[config.mk]
export PLATFORM = sky130hd
export DESIGN_NAME = crc32_msb_first_mixed_width
export DESIGN_NICKNAME = d
export VERILOG_FILES = /design/src/crc32mw_pkg.sv /design/src/crc32mw_table.sv /design/src/crc32mw_fold.sv /design/src/crc32_msb_first_mixed_width.sv
export SDC_FILE = /design/constraint.sdc
export NUM_CORES = 2
export LEC_CHECK = 0
export BUFFER_PORTS_ARGS = -buffer_cell sky130_fd_sc_hd__buf_4
export CAP_MARGIN = 40
export CORE_AREA = 2 2 349 351
export DETAILED_ROUTE_END_ITERATION = 10
export DIE_AREA = 0 0 351 353
export PLACE_DENSITY = 0.73
export SKIP_LAST_GASP = 1
export SLEW_MARGIN = 20
export SYNTH_ARGS = -nofsm -noshare
export SYNTH_HDL_FRONTEND = slang
export SYNTH_SLANG_ARGS = --single-unit
[constraint.sdc]
create_clock -name clk -period 23.9 [get_ports clk]
set_clock_uncertainty 0.05 [all_clocks]
set_input_delay 1.195 -clock clk [delete_from_list [all_inputs] [get_ports clk]]
set_output_delay 1.195 -clock clk [all_outputs]
set_load 0.05 [all_outputs]
[src/crc32mw_pkg.sv]
`timescale 1ns / 1ps
`default_nettype none
// ----------------------------------------------------------------------------
// crc32 mixed width package
// shared types, codes and the single-bit crc step
// ----------------------------------------------------------------------------
package crc32mw_pkg;

	localparam int CRC_W = 32;

	localparam logic [CRC_W-1:0] CRC_TOP_BIT   = 32'h8000_0000;
	localparam logic [CRC_W-1:0] POLY_RESET    = 32'h04C1_1DB7;
	localparam logic [CRC_W-1:0] INIT_RESET    = 32'hFFFF_FFFF;

	// size codes of an input word; the unused code acts as a full word
	localparam logic [1:0] SIZE_BYTE = 2'd0;
	localparam logic [1:0] SIZE_HALF = 2'd1;
	localparam logic [1:0] SIZE_WORD = 2'd2;

	typedef enum logic [0:0] {
		CFG_POLYNOMIAL    = 1'b0,
		CFG_INITIAL_VALUE = 1'b1
	} cfg_idx_t;

	typedef enum logic [1:0] {
		TB_LOAD,
		TB_RUN,
		TB_IDLE
	} tb_state_t;

	typedef logic [CRC_W-1:0] crc_t;

	// entry k: polynomial advanced k more shift steps
	typedef logic [CRC_W-1:0][CRC_W-1:0] crc_tab_t;

	typedef struct packed {
		logic busy;
		logic done;
	} tb_status_t;

	function automatic crc_t crc_step(input crc_t v, input crc_t poly);
		crc_t r;
		r = {v[CRC_W-2:0], 1'b0};
		if ((v & CRC_TOP_BIT) != '0) begin
			r = r ^ poly;
		end
		return r;
	endfunction

endpackage
`default_nettype wire

[src/crc32mw_table.sv]
`timescale 1ns / 1ps
`default_nettype none
// ----------------------------------------------------------------------------
// crc32 fold table builder
// walks the polynomial shift by shift and keeps each value in a 32-entry table
// ----------------------------------------------------------------------------
module crc32mw_table
	import crc32mw_pkg::*;
(
	input  wire logic       clk,
	input  wire logic       arst_n,
	input  wire logic       start,
	input  wire crc_t       poly,
	output crc_tab_t        tab,
	output tb_status_t      status
);

	tb_state_t state_q;
	tb_state_t state_next;
	logic [4:0] cnt_q;
	crc_t       walk_q;
	crc_tab_t   tab_q;

	always_ff @(posedge clk or negedge arst_n) begin
		if (!arst_n) begin
			state_q <= TB_LOAD;
			cnt_q   <= '0;
		end else begin
			state_q <= state_next;
			if (state_q == TB_RUN) begin
				cnt_q <= cnt_q + 5'd1;
			end else begin
				cnt_q <= '0;
			end
		end
	end

	always_comb begin
		state_next  = state_q;
		status.busy = 1'b1;
		status.done = 1'b0;
		case (state_q)
			TB_LOAD: begin
				state_next = TB_RUN;
			end
			TB_RUN: begin
				if (cnt_q == 5'd31) begin
					state_next  = TB_IDLE;
					status.done = 1'b1;
				end
			end
			TB_IDLE: begin
				status.busy = 1'b0;
				if (start) begin
					state_next = TB_LOAD;
				end
			end
			default: begin
				state_next = TB_LOAD;
			end
		endcase
	end

	// shift line: first value pushed ends up in entry zero
	always_ff @(posedge clk) begin
		if (state_q == TB_LOAD) begin
			walk_q <= poly;
		end else if (state_q == TB_RUN) begin
			walk_q <= crc_step(walk_q, poly);
			tab_q  <= {walk_q, tab_q[CRC_W-1:1]};
		end
	end

	assign tab = tab_q;

endmodule
`default_nettype wire

[src/crc32mw_fold.sv]
`timescale 1ns / 1ps
`default_nettype none
// ----------------------------------------------------------------------------
// crc32 fold network
// folds one byte, halfword or word into the crc with the step table
// ----------------------------------------------------------------------------
module crc32mw_fold
	import crc32mw_pkg::*;
(
	input  wire logic [31:0] data_word,
	input  wire logic [1:0]  size,
	input  wire logic        first,
	input  wire crc_t        crc,
	input  wire crc_t        init,
	input  wire crc_tab_t    tab,
	output crc_t             crc_next
);

	crc_t base;
	crc_t x;
	crc_t acc32;
	crc_t acc16;
	crc_t acc8;

	assign base = first ? init : crc;

	always_comb begin
		case (size)
			SIZE_BYTE: begin
				x = base ^ {data_word[7:0], 24'h0};
			end
			SIZE_HALF: begin
				x = base ^ {data_word[15:0], 16'h0};
			end
			default: begin
				x = base ^ data_word;
			end
		endcase
	end

	always_comb begin
		acc32 = '0;
		acc16 = '0;
		acc8  = '0;
		for (int j = 0; j < 32; j++) begin
			if (x[j]) begin
				acc32 = acc32 ^ tab[j];
			end
		end
		for (int j = 0; j < 16; j++) begin
			if (x[j+16]) begin
				acc16 = acc16 ^ tab[j];
			end
		end
		for (int j = 0; j < 8; j++) begin
			if (x[j+24]) begin
				acc8 = acc8 ^ tab[j];
			end
		end
	end

	always_comb begin
		case (size)
			SIZE_BYTE: begin
				crc_next = {x[23:0], 8'h0} ^ acc8;
			end
			SIZE_HALF: begin
				crc_next = {x[15:0], 16'h0} ^ acc16;
			end
			default: begin
				crc_next = acc32;
			end
		endcase
	end

endmodule
`default_nettype wire

[src/crc32_msb_first_mixed_width.sv]
`timescale 1ns / 1ps
`default_nettype none
// ----------------------------------------------------------------------------
// crc32 msb-first mixed width
// running non-reflected crc32 over a stream of bytes, halfwords and words
// ----------------------------------------------------------------------------
// usage
//   input channel: in_valid / in_stall with data_word, size and first; a word
//   is taken at an edge where in_valid is high and in_stall low. first reloads
//   the initial value before the word is folded in
//   output channel: out_valid / out_stall with crc_value, the crc after each
//   word; one result word per input word, in order
//   config channel: cfg_valid / cfg_ready with cfg_index and cfg_data;
//   index 0 is the polynomial, index 1 the initial value
//   a taken word passes the input register, then the result register, to the output
//   throughput: one word per clock unless a stall or a table build holds it; the
//   crc feedback is one combinational xor network over a 32-entry table for every size
//   table build: after reset and after each polynomial write the step table
//   is rebuilt (load, then run); in_stall is high and cfg_ready low meanwhile
//   reset: polynomial 0x04C11DB7, initial value and crc 0xFFFFFFFF
//   receiver stall: the result holds; one more word can sit in the input
//   register before in_stall rises
// ----------------------------------------------------------------------------
module crc32_msb_first_mixed_width
	import crc32mw_pkg::*;
(
	input  wire logic        clk,
	input  wire logic        arst_n,
	// input words
	input  wire logic        in_valid,
	output logic             in_stall,
	input  wire logic [31:0] data_word,
	input  wire logic [1:0]  size,
	input  wire logic        first,
	// results
	output logic             out_valid,
	input  wire logic        out_stall,
	output logic [31:0]      crc_value,
	// register writes
	input  wire logic        cfg_valid,
	output logic             cfg_ready,
	input  wire cfg_idx_t    cfg_index,
	input  wire logic [31:0] cfg_data
);

	// configuration registers
	crc_t poly_q;
	crc_t init_q;

	// input register
	logic        valid_s1;
	logic [31:0] data_s1;
	logic [1:0]  size_s1;
	logic        first_s1;

	// result register, which is also the running crc
	logic out_valid_q;
	crc_t crc_q;

	crc_tab_t   tab;
	tb_status_t tb_status;
	crc_t       crc_next;
	logic       cfg_write;
	logic       poly_write;
	logic       load_s1;
	logic       advance;

	assign cfg_ready  = !tb_status.busy;
	assign cfg_write  = cfg_valid && cfg_ready;
	assign poly_write = cfg_write && (cfg_index == CFG_POLYNOMIAL);

	// the input register moves on whenever the result slot is free or drains
	assign advance  = valid_s1 && (!out_valid_q || !out_stall);
	assign in_stall = tb_status.busy || (valid_s1 && out_valid_q && out_stall);
	assign load_s1  = in_valid && !in_stall;

	always_ff @(posedge clk or negedge arst_n) begin
		if (!arst_n) begin
			poly_q <= POLY_RESET;
			init_q <= INIT_RESET;
		end else if (cfg_write) begin
			case (cfg_index)
				CFG_POLYNOMIAL:    poly_q <= cfg_data;
				CFG_INITIAL_VALUE: init_q <= cfg_data;
				default: begin
				end
			endcase
		end
	end

	crc32mw_table u_table (
		.clk    (clk),
		.arst_n (arst_n),
		.start  (poly_write),
		.poly   (poly_q),
		.tab    (tab),
		.status (tb_status)
	);

	always_ff @(posedge clk or negedge arst_n) begin
		if (!arst_n) begin
			valid_s1 <= 1'b0;
		end else if (load_s1) begin
			valid_s1 <= 1'b1;
		end else if (advance) begin
			valid_s1 <= 1'b0;
		end
	end

	always_ff @(posedge clk) begin
		if (load_s1) begin
			data_s1  <= data_word;
			size_s1  <= size;
			first_s1 <= first;
		end
	end

	crc32mw_fold u_fold (
		.data_word (data_s1),
		.size      (size_s1),
		.first     (first_s1),
		.crc       (crc_q),
		.init      (init_q),
		.tab       (tab),
		.crc_next  (crc_next)
	);

	// crc only moves when its result is taken or the slot is empty,
	// so a stalled result never changes
	always_ff @(posedge clk or negedge arst_n) begin
		if (!arst_n) begin
			out_valid_q <= 1'b0;
			crc_q       <= INIT_RESET;
		end else if (advance) begin
			out_valid_q <= 1'b1;
			crc_q       <= crc_next;
		end else if (!out_stall) begin
			out_valid_q <= 1'b0;
		end
	end

	assign out_valid = out_valid_q;
	assign crc_value = crc_q;

endmodule
`default_nettype wire

Yosys cells after proc, flatten, opt, wreduce, memory -nomap -nowiden
Index checks and enable logic that the tools add are counted.
{"block": "totals", "ramBits": 0, "mem_count": 0, "reg_bits": 1196, "wordCells": 202, "romBits": 0, "latch_bits": 0, "inputBits": 73}
{"block": "classes", "reduce_logical": 19, "n_div": 0, "shift": 0, "magnitude_cmp": 0, "n_bitwise": 61, "n_mul": 0, "n_addsub": 1, "muxes": 71, "n_eq_ne": 7}
{"operator": "$mux 32", "n": 60}
{"operator": "$xor 32x32->32", "n": 59}
{"operator": "$pmux 32 s2", "n": 2}
{"operator": "$reduce_and 2->1", "n": 4}
{"operator": "$logic_and 1x1->1", "n": 6}
{"operator": "$ne 2x1->1 const B", "n": 3}
{"operator": "$pmux 2 s3", "n": 1}
{"operator": "$add 5x1->5 const B", "n": 1}
{"operator": "$eq 5x5->1 const B", "n": 1}
{"operator": "$mux 1", "n": 5}
{"operator": "$mux 5", "n": 1}
{"operator": "$eq 2x1->1 const B", "n": 2}
{"operator": "$logic_not 2->1", "n": 2}
{"operator": "$mux 2", "n": 2}
{"operator": "$reduce_bool 2->1", "n": 2}
{"operator": "$logic_not 1->1", "n": 3}
{"operator": "$eq 2x2->1 const B", "n": 1}
{"operator": "$logic_or 1x1->1", "n": 2}
{"operator": "$not 1->1", "n": 2}

Longest topological paths before layout
{"block": "logic_depth", "ltp_word": 67, "depth_mapped": 17}

Modules after synthesis
Synthesis repeated with hierarchy kept, for this count alone.
{"block": "unflattened", "cells_unflattened": 5434, "hier_area_um2": 64603.2}
{"module": "crc32mw_table", "cells_per_inst": 1219, "area_per_inst_um2": 32809.0, "instances": 1}
{"module": "crc32mw_fold", "cells_per_inst": 3967, "area_per_inst_um2": 26947.1, "instances": 1}
{"module": "crc32_msb_first_mixed_width", "cells_per_inst": 248, "area_per_inst_um2": 4847.1, "instances": 1}

Worst setup path after synthesis
No wires, ideal clock.
{"block": "synth_timing", "path_kind": "flip-flop to flip-flop", "from": "register u_table.state_q[1]", "to": "register u_table.cnt_q[1]", "path_buffers": 0, "synth_period_minus_slack_ns": 22.533, "stages_incl_launch_ff": 5, "t_arrival_ns": 22.306, "path_slack_ns": 1.367, "path_cell_list": "dfrtp_1 > inv_1 > nand2_1 > inv_1 > and2_1"}
{"block": "synth_between", "elab_chain_cells": 2}
{"element": "from (decl)", "line": "crc32mw_table.sv:18", "text": "tb_state_t state_q;"}
{"element": "from (signal assigned)", "line": "crc32mw_table.sv:29", "text": "state_q <= state_next;"}
{"element": "$eq 2x1->1", "line": "crc32mw_table.sv:30", "text": "if (state_q == TB_RUN) begin"}
{"element": "$mux 5", "line": "crc32mw_table.sv:30"}
{"element": "to (signal assigned)", "line": "crc32mw_table.sv:31", "text": "cnt_q <= cnt_q + 5'd1;"}
{"element": "to (decl)", "line": "crc32mw_table.sv:20", "text": "logic [4:0] cnt_q;"}
Every way passes these cells.
A chain may end at the register's enable or synchronous reset.

Final worst setup path
{"block": "layout_timing", "from": "register size_s1[0]", "to": "register crc_q[13] (netlist: crc_value[13])"}
{"block": "layout_between", "elab_chain_cells": 66}
{"element": "from (decl)", "line": "crc32_msb_first_mixed_width.sv:53", "text": "logic [1:0] size_s1;"}
{"element": "from (signal assigned)", "line": "crc32_msb_first_mixed_width.sv:113", "text": "size_s1 <= size;"}
{"element": "$eq 2x1->1 or $logic_not 2->1 (tied branches)", "line": "crc32mw_fold.sv:28, crc32mw_fold.sv:63"}
{"element": "$pmux 32 s2", "line": "crc32mw_fold.sv:28", "text": "case (size)"}
{"element": "$mux 32", "line": "crc32mw_fold.sv:46", "text": "if (x[j]) begin"}
{"element": "$xor 32x32->32", "line": "crc32mw_fold.sv:47", "text": "acc32 = acc32 ^ tab[j];"}
{"element": "$mux 32", "line": "crc32mw_fold.sv:46"}
{"element": "$xor 32x32->32", "line": "crc32mw_fold.sv:47"}
{"element": "$mux 32", "line": "crc32mw_fold.sv:46"}
{"element": "$xor 32x32->32", "line": "crc32mw_fold.sv:47"}
{"element": "(+50 left out)"}
{"element": "$mux 32", "line": "crc32mw_fold.sv:46"}
{"element": "$xor 32x32->32", "line": "crc32mw_fold.sv:47"}
{"element": "$mux 32", "line": "crc32mw_fold.sv:46"}
{"element": "$xor 32x32->32", "line": "crc32mw_fold.sv:47"}
{"element": "$mux 32", "line": "crc32mw_fold.sv:46"}
{"element": "$xor 32x32->32", "line": "crc32mw_fold.sv:47"}
{"element": "$mux 32", "line": "crc32mw_fold.sv:46"}
{"element": "$pmux 32 s2 (*)", "line": "crc32mw_fold.sv:63", "text": "case (size)"}
{"element": "to (signal assigned)", "line": "crc32_msb_first_mixed_width.sv:136", "text": "crc_q <= crc_next;"}
{"element": "to (decl)", "line": "crc32_msb_first_mixed_width.sv:58", "text": "crc_t crc_q;"}
Every way passes the cells marked *; elsewhere a longest branch is shown, timed or not.

==> run summary <==
Entering global routing, the biggest net connects between 150 and 200 pins. The region available for standard cell placement spans around 0.12 mm^2. The flow ran to the end, and the final reports show no timing, DRC or antenna violations.

Among all flip-flop cells after synthesis, the most frequent one is edfxtp_1. After clock tree synthesis, the clock-pin slew on the worst setup and hold paths is 0.06 ns. The worst hold path belongs to the class reg -> reg. For hold timing, the worst endpoint is u_table.tab[712]$_DFFE_PP_. The routed via count divided by cell count came out at between 5 and 6. The library cells used most frequently in the layout, excluding fill and tap cells, are 1442 x nand2_1, 1231 x xnor2_1, 1091 x edfxtp_1. The max-cap check violation count is 0. The clock latency on the worst-skew pair is slightly below 0.8 ns. STA puts the critical path data arrival time at 6.21 ns. The worst setup path is launched from a flip-flop. The number of vias in the routed layout is approximately 43000.

The total DRC errors in the routed layout came out at 0. The detailed-routing iteration count for the pre-antenna-repair pass came out at 6. Counting instances, the worst hold path has a depth of 0. Dividing the final minimum period by the clock period gives a little under a quarter. Sequential elements use 56.0% of the synthesized area.

The count of clock tree sinks came out at around 1200. The final critical-path required period came out at 5.59 ns. The final HPWL from detailed placement is 116000 um. The number of I/O pins came out at 108. The largest fanout of any net on the critical path is 51. The area growth from synthesis to layout is 11.1%. The count of standard-cell rows is about 130.

For this configuration, the core starts out at a cell density of 52.5%. The area enclosed by the die boundary came out at ~0.12 mm^2. The vertical die dimension came out at between 300 and 400 um. The number of antenna violations at the first check in global routing is 4. Leaving out fill and tap cells, the most frequent cell in the layout is nand2_1.

The residual overflow from global routing came out at 0. In this run the critical register-to-register path is captured at crc_value[13]$_DFFE_PN1P_. Setup violations remaining at the end of the flow were counted as 0.

The first-pass GRT wire length is about 280000 um. The data required time at the worst endpoint is around 25 ns. The final layout net count is about 5600. In this run, synthesis inferred roughly 1100 flip-flops with an integrated enable. The x dimension of the die is about 350 um. In this run the critical register-to-register path is launched from size_s1[0]$_DFFE_PP_. In this run, post-CTS hold repair placed 0 buffers.

The post-route netlist has ~11% of its cells at a drive strength greater than 1. The via count of the first global-routing pass is slightly above 40000. The worst hold path begins at u_table.tab[744]$_DFFE_PP_. The number of nets in the synthesized netlist is ~5500. The tree is rooted in a clkbuf_16. The post-CTS setup repair buffer count came out at 0. In this run the remaining antenna-violating nets after routing total 0. The number of distinct library cells after synthesis is between 40 and 50.

The transition at the pin with the smallest max-transition slack came out at around 1.1 ns. The cell area that synthesis handed to floorplanning was ~0.063 mm^2. The per-instance average area after synthesis came out at around 12 um^2.

TritonCTS built the clock tree. For this run, asynchronously set or reset flops after synthesis account for under 10%. Timing would allow up to around 180 MHz. The number of buffers inserted during clock tree synthesis is 130.

The global-route usage over all layers is 30.6%. The final max-slew violation count came out at 0. The tightest slew margin relative to the limit came out at between 20% and 30%. For this run, the number of Yosys warnings is 0. The number of buffers on the longest clock path is 3.

Routability-driven placement finished with a final weighted congestion of between 0.8 and 0.9. Dividing the detail-routed wire length by the instance count gives approximately 26 um. Counting cells, the worst reg-to-reg path comes to 12. In this run the tool buffered the top-level ports with around 110 buffer cells. The register-to-register setup slack came out at 18.31 ns. The number of gates given a new drive strength after cts is 0.

The first-iteration detailed-routing DRC count is about 6300. Synthesis inferred ~1200 register bits. The H-tree generated during clock tree synthesis spans 4 levels. The final routed wirelength across all metal layers is between 150000 and 200000 um. The critical path start-end classification is reg -> reg.

The final number of hold-violating endpoints is 0. The total negative setup slack is 0 ns. Setup repair after global routing left no endpoint under its margin.

The cell count after synthesis came out at 5427. The worst setup path is captured at a flip-flop.
-- cell families after synthesis --
family	after synthesis	share of synthesized area [%]
AND/OR/NAND/NOR	1710	10.7
flip-flops	1196	56.0
XOR/XNOR	1674	24.9
AO/OA/AOI/OAI	466	4.00
adder cells (fa/ha/maj)	2	0.0395
multiplexers	104	1.86
buffers and inverters	275	2.44
-- cell usage after synthesis (3+ instances only) --
master,number,area share [%]
mux2_4,7,0.17
nand2b_1,9,0.089
and3_1,9,0.089
nand2_1,1442,8.5
dfstp_2,78,3.2
mux2_1,4,0.071
nand3b_1,8,0.095
o22ai_1,8,0.079
buf_6,40,0.71
nand3_1,159,1.3
a21oi_1,122,0.96
buf_2,119,0.94
xor2_2,4,0.10
buf_4,18,0.21
a31oi_1,3,0.030
or2_1,7,0.069
nor2_1,46,0.27
inv_1,4,0.024
xnor3_1,80,2.8
a22oi_1,21,0.25
clkbuf_1,91,0.54
nand2_2,6,0.059
mux2i_1,16,0.25
mux2_2,77,1.4
o21ai_0,286,2.3
xnor2_1,1231,17
dfrtp_1,27,1.1
a21oi_2,4,0.055
a211o_1,8,0.11
and2_1,19,0.19
xor2_1,357,4.9
o211ai_2,8,0.16
edfxtp_1,1091,52
-- registers in the layout, summed over array words and instances (netlist names) --
register,flops
crc_value,32
size_s1,2
first_s1,1
u_table.state_q,2
poly_q,32
u_table.walk_q,32
u_table.cnt_q,5
out_valid,1
init_q,32
data_s1,32
u_table.tab,1024
valid_s1,1
-- area by class of cell --
cell class              count  area, um^2
multi-input cells        3956       26700
inverters                   5        26.3
diodes                      4        10.0
fillers                  9478       50200
repair buffers            210        1870
clock buffers             157        3450
flip-flops and latches   1196       35500
well taps                1625        2030
clock inverters            83         866
-- metrics by stage --
step                cell area [um^2]  util (%)  cells  setup WS, ns  hold slack [ns]
detailed placement             66000      54.7   6989         18.48            0.376
finish                         70400      58.4   7236         18.31            0.377
global route                   70400      58.4   7232         18.25            0.395
CTS                            70300      58.3   7229         18.44            0.378
floorplan                      63400         -   5427          1.37            0.363
global placement               65700      54.4   6975         18.42            0.371
-- worst max-delay path: stages (launching register included) --
cell      delay (ns)
edfxtp_1        0.32
buf_4           0.46
mux2_2          0.30
a211o_1         0.71
and2_4          0.74
buf_4           0.84
nand2_1         0.22
xnor3_1         0.41
xnor2_1         0.51
xnor2_1         0.32
xnor2_1         0.24
nand2_1         0.09
a31oi_1         0.20
-- worst max path at each step --
stage	startpoint	endpoint	slack, ns	cells past startpoint
global route	first_s1$_DFFE_PP_	crc_value[13]$_DFFE_PN1P_	18.25	12
floorplan	u_table.state_q[1]$_DFFE_PN0P_	u_table.cnt_q[1]$_DFF_PN0_	1.37	4
detailed placement	size_s1[0]$_DFFE_PP_	crc_value[13]$_DFFE_PN1P_	18.48	12
CTS	size_s1[0]$_DFFE_PP_	crc_value[13]$_DFFE_PN1P_	18.44	12
global placement	size_s1[0]$_DFFE_PP_	crc_value[13]$_DFFE_PN1P_	18.42	12
finish	size_s1[0]$_DFFE_PP_	crc_value[13]$_DFFE_PN1P_	18.31	12
-- layer usage --
| metal | wire length, um | track usage (%) | vias to the layer above |
|---|---|---|---|
| met5 | 29 | 0 | - |
| met3 | 23200 | 7.13 | 461 |
| met4 | 8400 | 12.5 | 4 |
| met2 | 86400 | 47.0 | 2738 |
| li1 | - | - | 18300 |
| met1 | 73000 | 42.0 | 21200 |
Power is left out: the tool's default activity adds up to more than one toggle a clock period on the data nets, which glitch-free logic cannot reach.
